**config.mk**
```make
export PLATFORM = sky130hd
export DESIGN_NAME = base64_codec_line_wrap
export DESIGN_NICKNAME = d
export VERILOG_FILES = /design/src/rtl/core/b64lw_pkg.sv /design/src/rtl/core/b64lw_front.sv /design/src/rtl/core/b64lw_queue.sv /design/src/rtl/core/b64lw_back.sv /design/src/rtl/core/base64_codec_line_wrap.sv
export SDC_FILE = /design/constraint.sdc
export NUM_CORES = 1
export LEC_CHECK = 0
export BUFFER_PORTS_ARGS = -buffer_cell sky130_fd_sc_hd__buf_2
export CORE_UTILIZATION = 35
export DETAILED_ROUTE_END_ITERATION = 10
export GPL_TIMING_DRIVEN = 1
export PLACE_DENSITY = 0.61
export SYNTH_ARGS = -nofsm -noshare
export SYNTH_HDL_FRONTEND = slang
export SYNTH_SLANG_ARGS = --single-unit
```
**constraint.sdc**
```tcl
create_clock -name clk_i -period 8.9 [get_ports clk_i]
set_input_delay 1.78 -clock clk_i [delete_from_list [all_inputs] [get_ports clk_i]]
set_output_delay 1.78 -clock clk_i [all_outputs]
set_load 0.01 [all_outputs]
```
**src/rtl/core/b64lw_pkg.sv**
```systemverilog
// Shared types and constants for the base64 codec with line wrap.
// Used by the front, queue, back and top-level modules; no dependencies.
package b64lw_pkg;

  localparam int unsigned JobBytes = 6;
  localparam int unsigned CntW     = 3;

  localparam logic [1:0] CfgDirMode  = 2'd0;
  localparam logic [1:0] CfgWrapEn   = 2'd1;
  localparam logic [1:0] CfgLineChar = 2'd2;

  localparam logic ModeEncode = 1'b0;
  localparam logic ModeDecode = 1'b1;

  typedef struct packed {
    logic [7:0] in_byte;
    logic       in_last;
  } b64lw_in_t;

  typedef struct packed {
    logic [7:0] out_byte;
    logic       out_empty;
    logic       out_last;
  } b64lw_out_t;

  typedef struct packed {
    logic       dir_mode;
    logic       wrap_en;
    logic [7:0] line_chars;
  } b64lw_cfg_t;

  typedef struct packed {
    logic [JobBytes-1:0][7:0] bytes;
    logic [CntW-1:0]          count;
    logic                     last;
    logic                     empty;
  } b64lw_job_t;

endpackage

```
**src/rtl/core/b64lw_front.sv**
```systemverilog
// Front end: accepts input beats, holds group/line state, builds one job per beat.
// Depends on b64lw_pkg for the payload, configuration and job types.
module b64lw_front import b64lw_pkg::*; (
  input  logic       clk_i,
  input  logic       rst_ni,
  input  b64lw_cfg_t cfg_i,
  input  logic       in_valid_i,
  output logic       in_ready_o,
  input  b64lw_in_t  in_i,
  input  logic       full_i,
  output logic       push_o,
  output b64lw_job_t job_o
);

  localparam logic [7:0] ChCr  = 8'h0D;
  localparam logic [7:0] ChLf  = 8'h0A;
  localparam logic [7:0] ChPad = 8'h3D;

  function automatic logic [7:0] enc_char(input logic [5:0] v);
    logic [7:0] r;
    if (v < 6'd26) begin
      r = 8'(v) + 8'd65;
    end else if (v < 6'd52) begin
      r = 8'(v) + 8'd71;
    end else if (v < 6'd62) begin
      r = 8'(v) - 8'd4;
    end else if (v == 6'd62) begin
      r = 8'h2B;
    end else begin
      r = 8'h2F;
    end
    return r;
  endfunction

  function automatic logic [5:0] dec_value(input logic [7:0] c);
    logic [5:0] r;
    if (c >= 8'h41 && c <= 8'h5A) begin
      r = 6'(c - 8'h41);
    end else if (c >= 8'h61 && c <= 8'h7A) begin
      r = 6'(c - 8'd71);
    end else if (c >= 8'h30 && c <= 8'h39) begin
      r = 6'(c + 8'd4);
    end else if (c == 8'h2B) begin
      r = 6'd62;
    end else if (c == 8'h2F) begin
      r = 6'd63;
    end else begin
      r = 6'd0;
    end
    return r;
  endfunction

  logic [23:0] gb_q, gb_d;
  logic [1:0]  cnt_q, cnt_d;
  logic [7:0]  col_q, col_d;
  logic        pad_q, pad_d;
  logic        accept;

  assign in_ready_o = !full_i;
  assign accept     = in_valid_i && !full_i;
  assign push_o     = accept && (job_o.count != '0);

  always_comb begin
    logic [23:0]   shifted;
    logic [23:0]   v;
    logic [1:0]    cnt_new;
    logic [8:0]    col;
    logic [CntW-1:0] n;
    logic [7:0]    c;
    c       = in_i.in_byte;
    gb_d    = gb_q;
    cnt_d   = cnt_q;
    col_d   = col_q;
    pad_d   = pad_q;
    n       = '0;
    job_o   = '0;
    shifted = {gb_q[15:0], c};
    v       = '0;
    cnt_new = cnt_q + 2'd1;
    col     = {1'b0, col_q} + 9'd4;
    if (cfg_i.dir_mode == ModeEncode) begin
      if (cnt_q >= 2'd2) begin
        job_o.bytes[0] = enc_char(shifted[23:18]);
        job_o.bytes[1] = enc_char(shifted[17:12]);
        job_o.bytes[2] = enc_char(shifted[11:6]);
        job_o.bytes[3] = enc_char(shifted[5:0]);
        n     = 3'd4;
        gb_d  = '0;
        cnt_d = '0;
        if (cfg_i.wrap_en && col >= {1'b0, cfg_i.line_chars}) begin
          job_o.bytes[4] = ChCr;
          job_o.bytes[5] = ChLf;
          n   = 3'd6;
          col = '0;
        end
        col_d = col[7:0];
      end else begin
        gb_d  = shifted;
        cnt_d = cnt_new;
        if (in_i.in_last) begin
          v = (cnt_new == 2'd1) ? {shifted[7:0], 16'h0000} : {shifted[15:0], 8'h00};
          job_o.bytes[0] = enc_char(v[23:18]);
          job_o.bytes[1] = enc_char(v[17:12]);
          job_o.bytes[2] = (cnt_new == 2'd2) ? enc_char(v[11:6]) : ChPad;
          job_o.bytes[3] = ChPad;
          n = 3'd4;
        end
      end
    end else begin
      if (c == ChCr || c == ChLf || pad_q) begin
        n = '0;
      end else if (c == ChPad) begin
        if (cnt_q == 2'd2) begin
          job_o.bytes[0] = gb_q[11:4];
          n = 3'd1;
        end else if (cnt_q == 2'd3) begin
          job_o.bytes[0] = gb_q[17:10];
          job_o.bytes[1] = gb_q[9:2];
          n = 3'd2;
        end
        gb_d  = '0;
        cnt_d = '0;
        pad_d = 1'b1;
      end else begin
        gb_d = {gb_q[17:0], dec_value(c)};
        if (cnt_q == 2'd3) begin
          job_o.bytes[0] = gb_d[23:16];
          job_o.bytes[1] = gb_d[15:8];
          job_o.bytes[2] = gb_d[7:0];
          n     = 3'd3;
          gb_d  = '0;
          cnt_d = '0;
        end else begin
          cnt_d = cnt_new;
        end
      end
      if (in_i.in_last && n == '0) begin
        if (cnt_d == 2'd2) begin
          job_o.bytes[0] = gb_d[11:4];
          n = 3'd1;
        end else if (cnt_d == 2'd3) begin
          job_o.bytes[0] = gb_d[17:10];
          job_o.bytes[1] = gb_d[9:2];
          n = 3'd2;
        end
      end
    end
    if (in_i.in_last) begin
      gb_d  = '0;
      cnt_d = '0;
      col_d = '0;
      pad_d = 1'b0;
      if (n == '0) begin
        n           = 3'd1;
        job_o.empty = 1'b1;
      end
    end
    job_o.count = n;
    job_o.last  = in_i.in_last;
  end

  always_ff @(posedge clk_i or negedge rst_ni) begin
    if (!rst_ni) begin
      gb_q  <= '0;
      cnt_q <= '0;
      col_q <= '0;
      pad_q <= 1'b0;
    end else if (accept) begin
      gb_q  <= gb_d;
      cnt_q <= cnt_d;
      col_q <= col_d;
      pad_q <= pad_d;
    end
  end

endmodule

```
**src/rtl/core/b64lw_queue.sv**
```systemverilog
// Two-entry job queue between the front end and the output serializer.
// Depends on b64lw_pkg for the job type.
module b64lw_queue import b64lw_pkg::*; (
  input  logic       clk_i,
  input  logic       rst_ni,
  input  logic       push_i,
  input  b64lw_job_t job_i,
  output logic       full_o,
  input  logic       pop_i,
  output logic       valid_o,
  output b64lw_job_t job_o
);

  b64lw_job_t entries_q [2];
  logic       wr_ptr_q, rd_ptr_q;
  logic [1:0] count_q;
  logic       do_push, do_pop;

  assign full_o  = (count_q == 2'd2);
  assign valid_o = (count_q != 2'd0);
  assign job_o   = entries_q[rd_ptr_q];
  assign do_push = push_i && !full_o;
  assign do_pop  = pop_i && valid_o;

  always_ff @(posedge clk_i) begin
    if (do_push) begin
      entries_q[wr_ptr_q] <= job_i;
    end
  end

  always_ff @(posedge clk_i or negedge rst_ni) begin
    if (!rst_ni) begin
      wr_ptr_q <= 1'b0;
      rd_ptr_q <= 1'b0;
      count_q  <= '0;
    end else begin
      if (do_push) begin
        wr_ptr_q <= !wr_ptr_q;
      end
      if (do_pop) begin
        rd_ptr_q <= !rd_ptr_q;
      end
      if (do_push && !do_pop) begin
        count_q <= count_q + 2'd1;
      end else if (do_pop && !do_push) begin
        count_q <= count_q - 2'd1;
      end
    end
  end

endmodule

```
**src/rtl/core/b64lw_back.sv**
```systemverilog
// Output serializer: walks the head job one byte per beat into an output register.
// Depends on b64lw_pkg for the job and result types.
module b64lw_back import b64lw_pkg::*; (
  input  logic       clk_i,
  input  logic       rst_ni,
  input  logic       valid_i,
  input  b64lw_job_t job_i,
  output logic       pop_o,
  output logic       out_valid_o,
  input  logic       out_ready_i,
  output b64lw_out_t out_o
);

  logic [CntW-1:0] idx_q;
  logic            out_valid_q;
  b64lw_out_t      out_q;
  logic            load, take, at_end;

  assign load        = !out_valid_q || out_ready_i;
  assign take        = load && valid_i;
  assign at_end      = (idx_q == job_i.count - 3'd1);
  assign pop_o       = take && at_end;
  assign out_valid_o = out_valid_q;
  assign out_o       = out_q;

  always_ff @(posedge clk_i) begin
    if (take) begin
      out_q.out_byte  <= job_i.bytes[idx_q];
      out_q.out_empty <= job_i.empty;
      out_q.out_last  <= job_i.last && at_end;
    end
  end

  always_ff @(posedge clk_i or negedge rst_ni) begin
    if (!rst_ni) begin
      idx_q       <= '0;
      out_valid_q <= 1'b0;
    end else begin
      if (load) begin
        out_valid_q <= valid_i;
      end
      if (take) begin
        idx_q <= at_end ? '0 : idx_q + 3'd1;
      end
    end
  end

endmodule

```
**src/rtl/core/base64_codec_line_wrap.sv**
```systemverilog
// Base64 codec with MIME line wrap: front end, two-entry job queue, output serializer.
// The first result byte of a beat passes through a queue entry and then the output register.
// Throughput: one beat per cycle while the job queue has room; results leave one byte per
// cycle while the receiver is ready, and each job holds up to 6 bytes.
// Reset: group, line and pad state and the queue clear; registers return to encode,
// wrap on, 76 characters per line. Depends on b64lw_pkg.
module base64_codec_line_wrap import b64lw_pkg::*; (
  input  logic       clk_i,
  input  logic       rst_ni,
  input  logic       cfg_valid_i,
  output logic       cfg_ready_o,
  input  logic [1:0] cfg_index_i,
  input  logic [7:0] cfg_data_i,
  input  logic       in_valid_i,
  output logic       in_ready_o,
  input  b64lw_in_t  in_i,
  output logic       out_valid_o,
  input  logic       out_ready_i,
  output b64lw_out_t out_o
);

  b64lw_cfg_t cfg_q;
  b64lw_job_t push_job, head_job;
  logic       push, full, pop, head_valid;

  assign cfg_ready_o = 1'b1;

  always_ff @(posedge clk_i or negedge rst_ni) begin
    if (!rst_ni) begin
      cfg_q.dir_mode   <= ModeEncode;
      cfg_q.wrap_en    <= 1'b1;
      cfg_q.line_chars <= 8'd76;
    end else if (cfg_valid_i) begin
      case (cfg_index_i)
        CfgDirMode:  cfg_q.dir_mode   <= cfg_data_i[0];
        CfgWrapEn:   cfg_q.wrap_en    <= cfg_data_i[0];
        CfgLineChar: cfg_q.line_chars <= cfg_data_i;
        default: ;
      endcase
    end
  end

  b64lw_front u_front (
    .clk_i      (clk_i),
    .rst_ni     (rst_ni),
    .cfg_i      (cfg_q),
    .in_valid_i (in_valid_i),
    .in_ready_o (in_ready_o),
    .in_i       (in_i),
    .full_i     (full),
    .push_o     (push),
    .job_o      (push_job)
  );

  b64lw_queue u_queue (
    .clk_i   (clk_i),
    .rst_ni  (rst_ni),
    .push_i  (push),
    .job_i   (push_job),
    .full_o  (full),
    .pop_i   (pop),
    .valid_o (head_valid),
    .job_o   (head_job)
  );

  b64lw_back u_back (
    .clk_i       (clk_i),
    .rst_ni      (rst_ni),
    .valid_i     (head_valid),
    .job_i       (head_job),
    .pop_o       (pop),
    .out_valid_o (out_valid_o),
    .out_ready_i (out_ready_i),
    .out_o       (out_o)
  );

endmodule

```
==> results by group <==
Route
  – Vias per std cell: approximately 6.1
  – Avg WL per Cell: between 20 and 25 µm
  – DRT Pass-1 Iters: 6
  – # DRC: 0
  – Routed Antenna Nets: 0
  – Final WL: between 30000 and 40000 µm
  – 1st-iter DRT viols: approximately 1100
  – Vias: ~8700

Status
  – Outcome: completed

Cells and area
  – P&R area growth vs syn: 9.97%
  – Fill count: about 2800
  – Area of the multi-input gates: approximately 0.0056 mm²
  – Register Area: 0.00371 mm²
  – Antenna cells: 0
  – Final cell count without fillers: 1428
  – Nets: around 1100
  – Layout cells sized above 1: between 10% and 20%

GRT
  – GRT Total Usage: between 20 and 25%
  – First-pass GRT wire length: 47900 µm
  – Vias in the first global route: around 8000
  – Grt total ovfl: 0
  – Initial antenna violation count: 0
  – Largest net degree at the start of global routing: 46

STA
  – Setup TNS: 0 ps
  – Worst-Margin Slew: 1250 ps
  – FMAX: 0.190 GHz
  – Tcrit/Tclk final: 59.1%
  – # setup viols final: 0
  – Crit path time final: 5260 ps
  – RSZ-0062 raised after global routing: no
  – Fin. max-slew vios: 0
  – Worst rel slew slack: 16.3%
  – Clock Skew: around 8.9 ps
  – Final Hold Fails: 0

Setup path
  – Worst Path Class, Setup: input port to flip-flop
  – WP data arrival: between 5000 and 6000 ps
  – Worst-path fanout max: 22
  – Origin of the worst setup path: in_i[8]
  – Crit path cell chain: buf_2 -> inv_1 -> ha_1 -> and4_1 -> nand3_2 -> nand2_1 -> o21ai_1 -> a21oi_2 -> and2_1 -> buf_4
  – Worst EP required: ~9000 ps
  – WP buf/inv: 3
  – Top delay family on crit path: simple AND/OR/NAND/NOR gates
  – Worst path max stage delay: 690 ps
  – CP startpoint kind: input port
  – Reg-to-Reg End: u_queue.entries_q[0][7]
  – Crit. End Element: flip-flop
  – CP max-delay cell: and2_1
  – Reg2reg path depth: 11
  – Worst R2R Start: u_front.cnt_q[1]
  – R2r setup slk: 4660 ps

Synth
  – Syn avg cell area: between 9 and 10 µm²
  – Mapped Cells: 1051
  – Netlist cell types: 92
  – Most numerous cell in the Yosys netlist: nand2_1
  – Syn Nets: 1134
  – Ys Warns: 0
  – Share of Yosys cell area claimed by the top area cell type: between 20% and 30%
  – Top FF cell, synth: edfxtp_1
  – Asr flop ratio synth: approximately a third
  – Most instantiated cells after synthesis: 93 x nand2_1, 86 x edfxtp_1, 84 x a21oi_1
  – Sequential fraction of the synthesis area: a little under two fifths
  – Post-synth EDFFs: 86
  – Synth top area cells: edfxtp_1 26%, dfrtp_1 10%, ha_1 7.5%
  – Synth Register Bits: between 100 and 150
  – Post-Syn Area: 0.00988 mm²
  – Post-synth top area cell: edfxtp_1

Pwr
  – Power per cell area: ~340 mW/mm²
  – Leakage Power: 4.17 nW
  – Peak VDD IR: 125 µV

Clocking
  – Cts-stage hold buffer count: 0
  – CTS-repair resized insts: 0
  – Worst skew pair latency: 410 ps
  – CTS tree: yes
  – Clock Sinks: 131
  – Clock root cell: clkbuf_16
  – Worst-path clk slew: roughly 60 ps
  – Num CTS Buffers: 17
  – CTS H-Tree Depth: 4
  – Longest Clk Path Bufs: 2
  – Post-CTS setup buffer count: 0

Job
  – Max_cap viols: 0

Min path
  – HP Start: u_back.out_valid_o
  – Hold Path Stages: 2
  – Worst hold-check path type: flip-flop to flip-flop
  – Hold path endpoint: u_back.out_valid_o

Die
  – Io pins: 37
  – Rows: 61
  – Die X: approximately 170 µm
  – Chip Height: about 170 µm
  – Initial Utilization: around 36%
  – Core ar.: about 0.028 mm²
  – Die area: 0.0289 mm²

Placed design
  – Port bufs: 35
  – RD Place Congestion: 0.954
  – Post-DP HPWL: between 20000 and 25000 µm
  – Placed cells: around 1400
-- how the worst max path moves through the flow --
stage	slack, ps	to	cells after the start
3_5_place_dp	3280	u_queue.entries_q[1][26]	10
3_3_place_gp	3370	u_queue.entries_q[1][28]	10
2_1_floorplan	3030	u_queue.entries_q[0][0]	11
6_report	3640	u_queue.entries_q[1][24]	10
4_1_cts	3690	u_queue.entries_q[1][24]	10
5_1_grt	3380	u_queue.entries_q[1][13]	10
-- sequential cells by signal, indices dropped and copies added (netlist names), 2 cells and up --
register,flops
u_back.out_o,10
u_front.cnt_q,2
u_front.col_q,6
u_queue.count_q,2
u_queue.entries_q,76
u_front.gb_q,18
cfg_q,10
u_back.idx_q,3
-- metrics by stage --
stage,total power [mW],util [%],cell area [µm²],hold slack (ps),setup WS [ps]
after floorplan,2.36,-,9880,455,3030
after global placement,2.93,37.0,10300,471,3370
after detailed placement,2.94,37.0,10300,487,3280
after CTS,3.65,39.1,10900,503,3690
after global routing,3.89,39.1,10900,514,3380
final,3.68,39.1,10900,498,3640
-- worst register-to-register path, cell delays in order, from the launching register on --
cell	delay, ps
dfrtp_1	480
inv_1	310
ha_1	220
buf_4	350
clkinv_1	410
o21ai_1	530
ha_1	480
nor2_1	140
a21oi_1	270
a31oi_1	140
a211oi_1	330
nand3_1	260
-- metal layers --
layer / track usage [%] / wire [µm] / vias up
met5: 0 / 0 / -
met4: 9.48 / 1130 / 0
met3: 4.49 / 2410 / 94
met2: 35.4 / 14300 / 388
met1: 28.3 / 13300 / 4224
li1: - / - / 3964
-- cell families after synthesis --
kind of cell | synth area share [%]
AOI/OAI and AO/OA | 24.0
xor gates and xnor gates | 2.48
adders and majority gates | 7.47
buffers and inverters | 5.76
DFF | 37.6
muxes | 8.13
other | 0.0380
and+or+nand+nor | 14.5
-- area by class of cell --
| class | count | area share [%] |
|---|---|---|
| Tap cell | 378 | 4.35 |
| Multi-Input combinational cell | 783 | 51.6 |
| Clock inverter | 15 | 1.59 |
| Sequential cell | 131 | 34.2 |
| Timing Repair Buffer | 46 | 2.37 |
| Clock buffer | 17 | 3.92 |
| Inverter | 58 | 2.00 |
-- cell usage in the layout, fill, tap and decap left out, types with 9 or more instances in the layout --
cell       instances
mux2_2            15
dfrtp_1           41
nand2b_1          12
o21ai_0           56
xnor2_1           21
o211ai_1          11
inv_1             56
ha_1              59
nor3_1            16
nand2_1           93
mux2i_1           26
o21ai_1            9
buf_2             35
a22oi_1           12
clkbuf_16         17
nor2_1            62
edfxtp_1          86
a22o_1             9
a31oi_1           22
a21o_1            13
mux4_2            16
a211oi_1          14
nor4_1             9
nand3_1           34
o22ai_1           11
buf_4             11
a21oi_1           84
o2111ai_1         12
-- report_power, final --
part | internal [mW] | total, mW | switching (mW)
Clock | 0.419 | 0.698 | 0.278
Combinational | 0.672 | 1.86 | 1.19
Sequential | 0.910 | 1.12 | 0.210
Total | 2.00 | 3.68 | 1.68
Note: power is estimated with default switching activity, not from simulation.
